**config.mk**
```make
export PLATFORM = sky130hd
export DESIGN_NAME = priority_voice_allocator
export DESIGN_NICKNAME = d
export VERILOG_FILES = /design/src/rtl/core/pva_pkg.sv /design/src/rtl/core/priority_voice_allocator.sv
export VERILOG_INCLUDE_DIRS = /design/src /design/src/rtl/core
export SDC_FILE = /design/constraint.sdc
export NUM_CORES = 2
export LEC_CHECK = 0
export ABC_AREA = 1
export BUFFER_PORTS_ARGS = -buffer_cell sky130_fd_sc_hd__clkbuf_2
export CORE_UTILIZATION = 53
export DETAILED_ROUTE_END_ITERATION = 8
export GPL_ROUTABILITY_DRIVEN = 1
export PLACE_DENSITY_LB_ADDON = 0.08
export SETUP_SLACK_MARGIN = 0.2
export SYNTH_ARGS = -nofsm -noshare
export SYNTH_HDL_FRONTEND = slang
export SYNTH_SLANG_ARGS = --single-unit
```
**constraint.sdc**
```tcl
create_clock -name clk -period 5.1 [get_ports clk]
set_input_delay 1.275 -clock clk [delete_from_list [all_inputs] [get_ports clk]]
set_output_delay 1.275 -clock clk [all_outputs]
set_load 0.01 [all_outputs]
```
**src/rtl/core/priority_voice_allocator_assert.svh**
```systemverilog
// Assertion macros for the voice allocator.
// Each macro expects clk and arst_n in the enclosing module.
`ifndef PRIORITY_VOICE_ALLOCATOR_ASSERT_SVH
`define PRIORITY_VOICE_ALLOCATOR_ASSERT_SVH

// Same-cycle implication.
`define PVA_ASSERT_IMPL(lbl, ante, cons) \
	lbl: assert property (@(posedge clk) disable iff (!arst_n) (ante) |-> (cons)) \
		else $error("voice allocator: same-cycle check failed");

// Next-cycle implication.
`define PVA_ASSERT_NEXT(lbl, ante, cons) \
	lbl: assert property (@(posedge clk) disable iff (!arst_n) (ante) |=> (cons)) \
		else $error("voice allocator: next-cycle check failed");

`endif

```
**src/rtl/core/pva_pkg.sv**
```systemverilog
`default_nettype none
package pva_pkg;

	localparam int NUM_VOICES_DEF      = 48;
	localparam int VOICES_PER_CORE_DEF = 24;
	localparam int NUM_GROUPS_DEF      = 16;

	localparam int VOICE_W = 6;
	localparam int PRIO_W  = 7;
	localparam int TICK_W  = 32;
	localparam int GROUP_W = 4;
	localparam int FUNC_W  = 3;
	localparam int RANGE_W = 48;
	localparam int NUM_RANGE_WORDS = 4;
	localparam int RIDX_W  = 2;

	localparam logic [FUNC_W-1:0] FN_ALLOC       = 3'd0;
	localparam logic [FUNC_W-1:0] FN_ALLOC_EXT   = 3'd1;
	localparam logic [FUNC_W-1:0] FN_ALLOC_NOISE = 3'd2;
	localparam logic [FUNC_W-1:0] FN_DONE        = 3'd3;
	localparam logic [FUNC_W-1:0] FN_HARD_FREE   = 3'd4;

	localparam logic [PRIO_W-1:0]  PRIO_NOSTEAL   = 7'h7E;
	localparam logic [PRIO_W-1:0]  PRIO_PERMANENT = 7'h7F;
	localparam logic [RANGE_W-1:0] RANGE_RESET    = 48'hBC0BC0BC0BC0;

	typedef struct packed {
		logic [FUNC_W-1:0]  func;
		logic [GROUP_W-1:0] group_id;
		logic [PRIO_W-1:0]  req_priority;
		logic [VOICE_W-1:0] voice_index;
		logic [TICK_W-1:0]  now_tick;
	} pva_req_t;

	typedef struct packed {
		logic               granted;
		logic [VOICE_W-1:0] voice_out;
		logic               evicted;
		logic               noise_core;
	} pva_rsp_t;

	// One voice record; the valid bits are kept apart from it, and a voice whose valid bit is clear is free.
	typedef struct packed {
		logic               ext;
		logic [PRIO_W-1:0]  prio;
		logic [TICK_W-1:0]  tick;
	} pva_entry_t;

endpackage
`default_nettype wire

```
**src/rtl/core/priority_voice_allocator.sv**
```systemverilog
// Sequence: an allocate runs START, then SCAN to the first free voice or the window end;
//   stealing adds DRAIN and DECIDE, a grant CLAIM, and all end in FINISH. Noise tries core 0
//   (NOISE0), then core 1 (NOISE1). Done: DONE_RD, DONE_CHK; others go straight to FINISH.
// Throughput: one transaction at a time; the scan reads one voice record per cycle
//   through the read port of the voice memory.
// Reset: async active-low; all voices free, range words 0xBC0BC0BC0BC0, noise owners -1.
`default_nettype none
`include "priority_voice_allocator_assert.svh"
module priority_voice_allocator #(
	parameter int NUM_VOICES      = pva_pkg::NUM_VOICES_DEF,
	parameter int VOICES_PER_CORE = pva_pkg::VOICES_PER_CORE_DEF,
	parameter int NUM_GROUPS      = pva_pkg::NUM_GROUPS_DEF
) (
	input  wire logic                            clk,
	input  wire logic                            arst_n,
	input  wire logic                            req_valid,
	output      logic                            req_ready,
	input  wire pva_pkg::pva_req_t               req,
	output      logic                            rsp_valid,
	input  wire logic                            rsp_ready,
	output      pva_pkg::pva_rsp_t               rsp,
	input  wire logic                            cfg_we,
	input  wire logic [pva_pkg::RIDX_W-1:0]      cfg_index,
	input  wire logic [pva_pkg::RANGE_W-1:0]     cfg_data
);
	import pva_pkg::*;

	// Memory address width follows the voice count.
	localparam int AW = (NUM_VOICES > 1) ? $clog2(NUM_VOICES) : 1;
	localparam logic [VOICE_W-1:0] LAST_VOICE = VOICE_W'(NUM_VOICES - 1);
	localparam logic [VOICE_W:0]   NV_C       = (VOICE_W + 1)'(NUM_VOICES);
	localparam logic [VOICE_W-1:0] VPC_C      = VOICE_W'(VOICES_PER_CORE);
	localparam logic [VOICE_W-1:0] VPC_LAST   = VOICE_W'(VOICES_PER_CORE - 1);
	localparam logic [GROUP_W-1:0] LAST_GROUP = GROUP_W'(NUM_GROUPS - 1);

	typedef enum logic [3:0] {
		S_IDLE,
		S_NOISE0,
		S_NOISE1,
		S_START,
		S_SCAN,
		S_DRAIN,
		S_DECIDE,
		S_CLAIM,
		S_DONE_RD,
		S_DONE_CHK,
		S_FINISH
	} state_t;

	state_t                    state_q;
	logic [RANGE_W-1:0]        range_q [NUM_RANGE_WORDS];
	logic [NUM_VOICES-1:0]     vvalid_q;
	logic signed [7:0]         owner0_q;
	logic signed [7:0]         owner1_q;

	// Latched transaction
	logic [FUNC_W-1:0]         func_q;
	logic [PRIO_W-1:0]         prio_q;
	logic [TICK_W-1:0]         tick_q;
	logic [VOICE_W-1:0]        lo_q;
	logic [VOICE_W-1:0]        hi_q;
	logic                      core_q;

	// Scan window and cursor
	logic [VOICE_W-1:0]        win_lo_q;
	logic [VOICE_W-1:0]        win_hi_q;
	logic [VOICE_W-1:0]        addr_q;

	// Read stage of the scan
	logic                      rd_vld_s1;
	logic [VOICE_W-1:0]        rd_idx_s1;
	pva_entry_t                rd_data_s1;

	// Running victim
	logic [VOICE_W-1:0]        vic_idx_q;
	pva_entry_t                vic_q;

	logic [VOICE_W-1:0]        claim_idx_q;
	logic                      ev_q;
	pva_rsp_t                  res_q;
	pva_rsp_t                  out_q;
	logic                      out_valid_q;

	pva_entry_t                mem [NUM_VOICES];

	// Range decode of the incoming group
	logic [GROUP_W-1:0]        grp_c;
	logic [RANGE_W-1:0]        word_c;
	logic [11:0]               fld_c;
	logic [VOICE_W-1:0]        mn_c;
	logic [VOICE_W-1:0]        mx_c;

	logic                      better_c;
	logic                      prio_gt0_c;
	logic                      prio_gt1_c;
	logic                      is_noise_c;
	state_t                    fail_state_c;

	assign grp_c  = (req.group_id > LAST_GROUP) ? LAST_GROUP : req.group_id;
	assign word_c = range_q[grp_c[3:2]];
	assign fld_c  = word_c[12 * grp_c[1:0] +: 12];
	assign mn_c   = fld_c[5:0];
	assign mx_c   = (fld_c[11:6] > LAST_VOICE) ? LAST_VOICE : fld_c[11:6];

	// Victim compare: non-external candidate with lower priority, or equal and older.
	assign better_c = !rd_data_s1.ext &&
		((rd_data_s1.prio < vic_q.prio) ||
		 ((rd_data_s1.prio == vic_q.prio) && (rd_data_s1.tick < vic_q.tick)));

	assign prio_gt0_c = $signed({1'b0, prio_q}) > owner0_q;
	assign prio_gt1_c = $signed({1'b0, prio_q}) > owner1_q;
	assign is_noise_c = (func_q == FN_ALLOC_NOISE);

	// A refused noise request on core 0 falls through to core 1.
	assign fail_state_c = (is_noise_c && !core_q) ? S_NOISE1 : S_FINISH;

	assign req_ready = (state_q == S_IDLE);
	assign rsp_valid = out_valid_q;
	assign rsp       = out_q;

	// Voice record memory: one write (claim), one registered read per cycle.
	always_ff @(posedge clk) begin
		if (state_q == S_CLAIM) begin
			mem[claim_idx_q[AW-1:0]] <= '{ext: (func_q == FN_ALLOC_EXT), prio: prio_q,
				tick: tick_q};
		end
		rd_data_s1 <= mem[addr_q[AW-1:0]];
	end

	always_ff @(posedge clk or negedge arst_n) begin
		if (!arst_n) begin
			state_q     <= S_IDLE;
			for (int i = 0; i < NUM_RANGE_WORDS; i++) begin
				range_q[i] <= RANGE_RESET;
			end
			vvalid_q    <= '0;
			owner0_q    <= '1;
			owner1_q    <= '1;
			rd_vld_s1   <= 1'b0;
			out_valid_q <= 1'b0;
		end else begin
			if (cfg_we) begin
				range_q[cfg_index] <= cfg_data;
			end
			// the finish state refills the slot itself
			if (out_valid_q && rsp_ready && (state_q != S_FINISH)) begin
				out_valid_q <= 1'b0;
			end

			// A busy voice under the cursor is read for the victim compare.
			rd_vld_s1 <= (state_q == S_SCAN) && vvalid_q[addr_q[AW-1:0]];

			// Victim tracking; the first voice of the window always seeds it.
			if (rd_vld_s1 && ((rd_idx_s1 == win_lo_q) || better_c)) begin
				vic_idx_q <= rd_idx_s1;
				vic_q     <= rd_data_s1;
			end

			case (state_q)
				S_IDLE: begin
					if (req_valid) begin
						func_q   <= req.func;
						prio_q   <= req.req_priority;
						tick_q   <= req.now_tick;
						lo_q     <= mn_c;
						hi_q     <= mx_c;
						win_lo_q <= mn_c;
						win_hi_q <= mx_c;
						addr_q   <= req.voice_index;
						core_q   <= 1'b0;
						res_q    <= '0;
						case (req.func)
							FN_ALLOC, FN_ALLOC_EXT: state_q <= S_START;
							FN_ALLOC_NOISE:         state_q <= S_NOISE0;
							FN_DONE:                state_q <= S_DONE_RD;
							FN_HARD_FREE: begin
								if ({1'b0, req.voice_index} < NV_C) begin
									vvalid_q[req.voice_index[AW-1:0]] <= 1'b0;
								end
								state_q <= S_FINISH;
							end
							default:                state_q <= S_FINISH;
						endcase
					end
				end
				S_NOISE0: begin
					if (prio_gt0_c && (lo_q < VPC_C)) begin
						win_lo_q <= lo_q;
						win_hi_q <= (hi_q >= VPC_C) ? VPC_LAST : hi_q;
						state_q  <= S_START;
					end else begin
						state_q  <= S_NOISE1;
					end
				end
				S_NOISE1: begin
					core_q <= 1'b1;
					if (prio_gt1_c && (hi_q >= VPC_C)) begin
						win_lo_q <= (lo_q < VPC_C) ? VPC_C : lo_q;
						win_hi_q <= hi_q;
						state_q  <= S_START;
					end else begin
						state_q  <= S_FINISH;
					end
				end
				S_START: begin
					addr_q <= win_lo_q;
					if (win_lo_q > win_hi_q) begin
						state_q <= fail_state_c;
					end else begin
						state_q <= S_SCAN;
					end
				end
				S_SCAN: begin
					if (!vvalid_q[addr_q[AW-1:0]]) begin
						// lowest free voice wins outright
						claim_idx_q <= addr_q;
						ev_q        <= 1'b0;
						state_q     <= S_CLAIM;
					end else begin
						rd_idx_s1 <= addr_q;
						if (addr_q == win_hi_q) begin
							state_q <= S_DRAIN;
						end else begin
							addr_q <= addr_q + VOICE_W'(1);
						end
					end
				end
				S_DRAIN: begin
					state_q <= S_DECIDE;
				end
				S_DECIDE: begin
					if ((prio_q < vic_q.prio) || (vic_q.prio >= PRIO_NOSTEAL) || vic_q.ext)
					begin
						state_q <= fail_state_c;
					end else begin
						claim_idx_q <= vic_idx_q;
						ev_q        <= 1'b1;
						state_q     <= S_CLAIM;
					end
				end
				S_CLAIM: begin
					vvalid_q[claim_idx_q[AW-1:0]] <= 1'b1;
					res_q <= '{granted: 1'b1, voice_out: claim_idx_q, evicted: ev_q,
						noise_core: core_q};
					if (is_noise_c) begin
						if (core_q) begin
							owner1_q <= $signed({1'b0, prio_q});
						end else begin
							owner0_q <= $signed({1'b0, prio_q});
						end
					end
					state_q <= S_FINISH;
				end
				S_DONE_RD: begin
					state_q <= S_DONE_CHK;
				end
				S_DONE_CHK: begin
					// permanent voices survive a done; a free voice stays free
					if (({1'b0, addr_q} < NV_C) && (rd_data_s1.prio != PRIO_PERMANENT)) begin
						vvalid_q[addr_q[AW-1:0]] <= 1'b0;
					end
					state_q <= S_FINISH;
				end
				S_FINISH: begin
					if (!out_valid_q || rsp_ready) begin
						out_valid_q <= 1'b1;
						out_q       <= res_q;
						state_q     <= S_IDLE;
					end
				end
				default: state_q <= S_IDLE;
			endcase
		end
	end

	`PVA_ASSERT_IMPL(a_nogrant_zero, rsp_valid && !rsp.granted,
		(rsp.voice_out == '0) && !rsp.evicted && !rsp.noise_core)
	`PVA_ASSERT_IMPL(a_grant_range, rsp_valid && rsp.granted, ({1'b0, rsp.voice_out} < NV_C))
	`PVA_ASSERT_NEXT(a_claim_marks, state_q == S_CLAIM, vvalid_q[$past(claim_idx_q[AW-1:0])])
	`PVA_ASSERT_IMPL(a_idle_no_read, req_ready, !rd_vld_s1)

endmodule
`default_nettype wire

```
==> impl_metrics.ini <==
[grt]
grt_pass1_vias = 55800
track_usage_pct = 31.6
grt_overflow = 0
antenna_found_initial = 10
grt_max_degree = 149
grt_pass1_wl_mm = 395

[clock_tree]
htree_num_levels = 4
cts_tree = yes
post_cts_resized = 0
clk_latency_ns = 0.88
cts_sinks = 2372
ctsHoldBuffers = 0
cts.reportedPaths.clkPinSlew_ns = 0.06
clockBufferDepth = 3
cts_setup_buffers = 0
cts_buffers = 232
root_buffer = clkbuf_16

[sta]
tightest_slew_ns = 1.19
period_share_pct = 74.3
setup_tns_ns = 0
finalWorstSetupSlack_ns = 1.31
setup_viol = 0
hold_violations = 0
fin_skew_ns = 0.0420
maxSlewViolCount = 0
min_period_ns = 3.79
max_freq_mhz = 264
slew_headroom_pct = 20.5
rsz0062_at_grt = no

[synthesis]
syn-cell-area_um2 = 91800
synth_mux_area_share_pct = 0
synthAdderAreaFrac_pct = 0.886
synth_top_family_by_area = simple AND/OR/NAND/NOR gates
synth.avg_cell_area_um2 = 13.3
ys_ff_latch = 2372
yosys_warnings = 0
synth_xor_area_share_pct = 0.0477
synth.top_cell.area_share_pct = 67.7
synth_nets = 7100
synth_edf_count = 2070
seq_area_frac_synth_pct = 75.8
synth_ff_type = edfxtp_1
synth_cells = 6928
synthArstFlopShare_pct = 11.0
synth_top_cell_by_area = edfxtp_1
synth_area_leaders = edfxtp_1 (68%), nand2_1 (7.4%), dfrtp_1 (4.5%)
synth-compound-area-share_pct = 8.49
synth_cell_types = 53
synthSimpleGateAreaFrac_pct = 11.3

[routing]
drc_errors = 0
dr.pass1.iters = 6
wl_per_cell_um = 28.6
via_per_inst = 6.05
vias = 58500
ant_nets = 0
wirelength_mm = 277
first_iter_violations = 7747

[floorplanning]
die_w_um = 418
coreArea_um2 = 172000
initial_core_util_pct = 53.5
num_io_pins = 118
die_area_um2 = 175000
rows = 152
die_y_um = 418

[job]
drv_cap = 0

[setup_path]
path_class = reg -> reg
start_kind = register
path_max_fanout = 96
path_buf_inv = 3
arrival_ns = 4.60
path_delay_family = buffers and inverters
endpoint_kind = register
cp_cell_sequence = inv_2, nand3_2, inv_8, buf_4, nand2_1, nand4_1, nor2_1, nand4_1, o211ai_1, nand2_1
slowest_delay_ns = 0.71
rr_startpoint = addr_q[0]
critical_path.startpoint = addr_q[0]
cpMaxStageDelayCell = inv_8
required_ns = 5.91

[cells_and_area]
nets = 7312
drive_gt1_share_pct = 11.5
multi_input_area_um2 = 19500
ff_latch_area_um2 = 69600
syn2layout_area_growth_pct = 13.2
nFillCells = 13300

[pwr]
ir_worst_vdd_mv = 0.416
total_leakage_power_nw = 37.1
power_density_nw_per_um2 = 459
total_power_w = 0.0477

[placement]
place_hpwl_mm = 151
gp_congestion = 0.876
pre_cts_slack_ns = 1.25
port_buffers = 117

[worst_hold_path]
worstHoldPathType = in -> async

[status]
status = finished, final reports clean
synth_stat cells, types with 2 or more instances:
cell	number
buf_6	14
dfxtp_1	40
nand2_1	1811
a22o_1	79
dfstp_2	96
o31ai_1	15
nor4_1	3
nand3_1	146
o21ai_1	18
edfxtp_1	2070
xnor2_1	4
nor2_1	296
ha_1	65
a21oi_1	150
o2111ai_1	26
buf_2	176
o211ai_1	50
o221ai_1	32
a31oi_1	3
a21o_1	3
dfrtp_1	166
o21a_1	7
nor2_2	2
clkbuf_1	127
and3_1	12
buf_1	9
o21ai_0	472
nand3_2	4
inv_1	384
o22ai_1	76
a22oi_1	149
nand4_1	221
nor3_1	21
or2_2	2
a211oi_1	11
a221oi_1	121
o21bai_1	2
inv_2	15
buf_4	16
cells by family (layout without fill, tap and decap cells):
logic type | count (synthesis) | count (layout)
simple gates | 2525 | 2525
flops | 2372 | 2372
compound gates | 1219 | 1219
buf+inv | 742 | 1163
fa+ha+maj | 65 | 65
xor+xnor | 5 | 5
other cells | 0 | 4
placed cells by master (no fill, tap or decap), types with 67 or more instances in the layout:
cell type,Yosys,layout
edfxtp_1,2070,2070
nand2_1,1811,1809
o21ai_0,472,472
inv_1,384,383
nor2_1,296,247
clkbuf_16,0,235
nand4_1,221,221
dfrtp_1,166,166
buf_4,16,163
a22oi_1,149,149
a21oi_1,150,149
nand3_1,146,144
a221oi_1,121,121
clkbuf_2,0,116
dfstp_2,96,96
a22o_1,79,79
o22ai_1,76,76
clkbuf_1,127,67
area by class of cell:
cell class	instances	share of cell area, %
timing repair buffer	320	2.52
sequential	2372	67.0
antenna	4	0.00963
clock inverter	119	1.26
multi-input combinational	3814	18.7
tap	2310	2.78
clock buffer	324	6.19
inverter	400	1.50
registers in the layout (all words and copies together), names as in the netlist, 3 cells and up:
signal	cells
owner1_q	8
win_lo_q	6
addr_q	6
rd_data_s1	40
prio_q	7
mem	1920
lo_q	6
state_q	4
vic_idx_q	6
hi_q	6
tick_q	32
owner0_q	8
win_hi_q	6
range_q	192
func_q	3
vic_q	40
rsp	9
rd_idx_s1	6
res_q	9
vvalid_q	48
claim_idx_q	6
final timing paths:
path,cells after the start,end,slack [ns]
max,10,rd_data_s1[37],1.31
min,1,state_q[2],0.32
max reg2reg,10,rd_data_s1[37],1.31
min reg2reg,0,rsp[1],0.42
max in group asynchronous,3,range_q[144],2.81
min in group clk,0,rsp[1],0.42
report_power, final:
part           switching [W]  internal (W)
registers           0.000595        0.0221
clock network        0.00736        0.0100
logic                0.00550       0.00217
stage by stage:
stage                     hold slack [ns]  util, %  instances  cell area (um2)
after floorplan                     0.400        -       6928            91800
after CTS                           0.306     60.5       9659           104000
after global routing                0.333     60.5       9661           104000
after global placement              0.413     56.0       9216            96200
after detailed placement            0.413     56.0       9216            96200
final                               0.318     60.5       9663           104000
layer usage:
layer | up-vias | global-route usage [%] | routed length, um
met4 | 2 | 9.88 | 8590
met5 | - | 0 | 61
met3 | 450 | 5.04 | 23800
met2 | 2808 | 50.9 | 132000
met1 | 29700 | 44.3 | 112000
li1 | 25600 | - | -
Power figures use the tool's default switching activity.
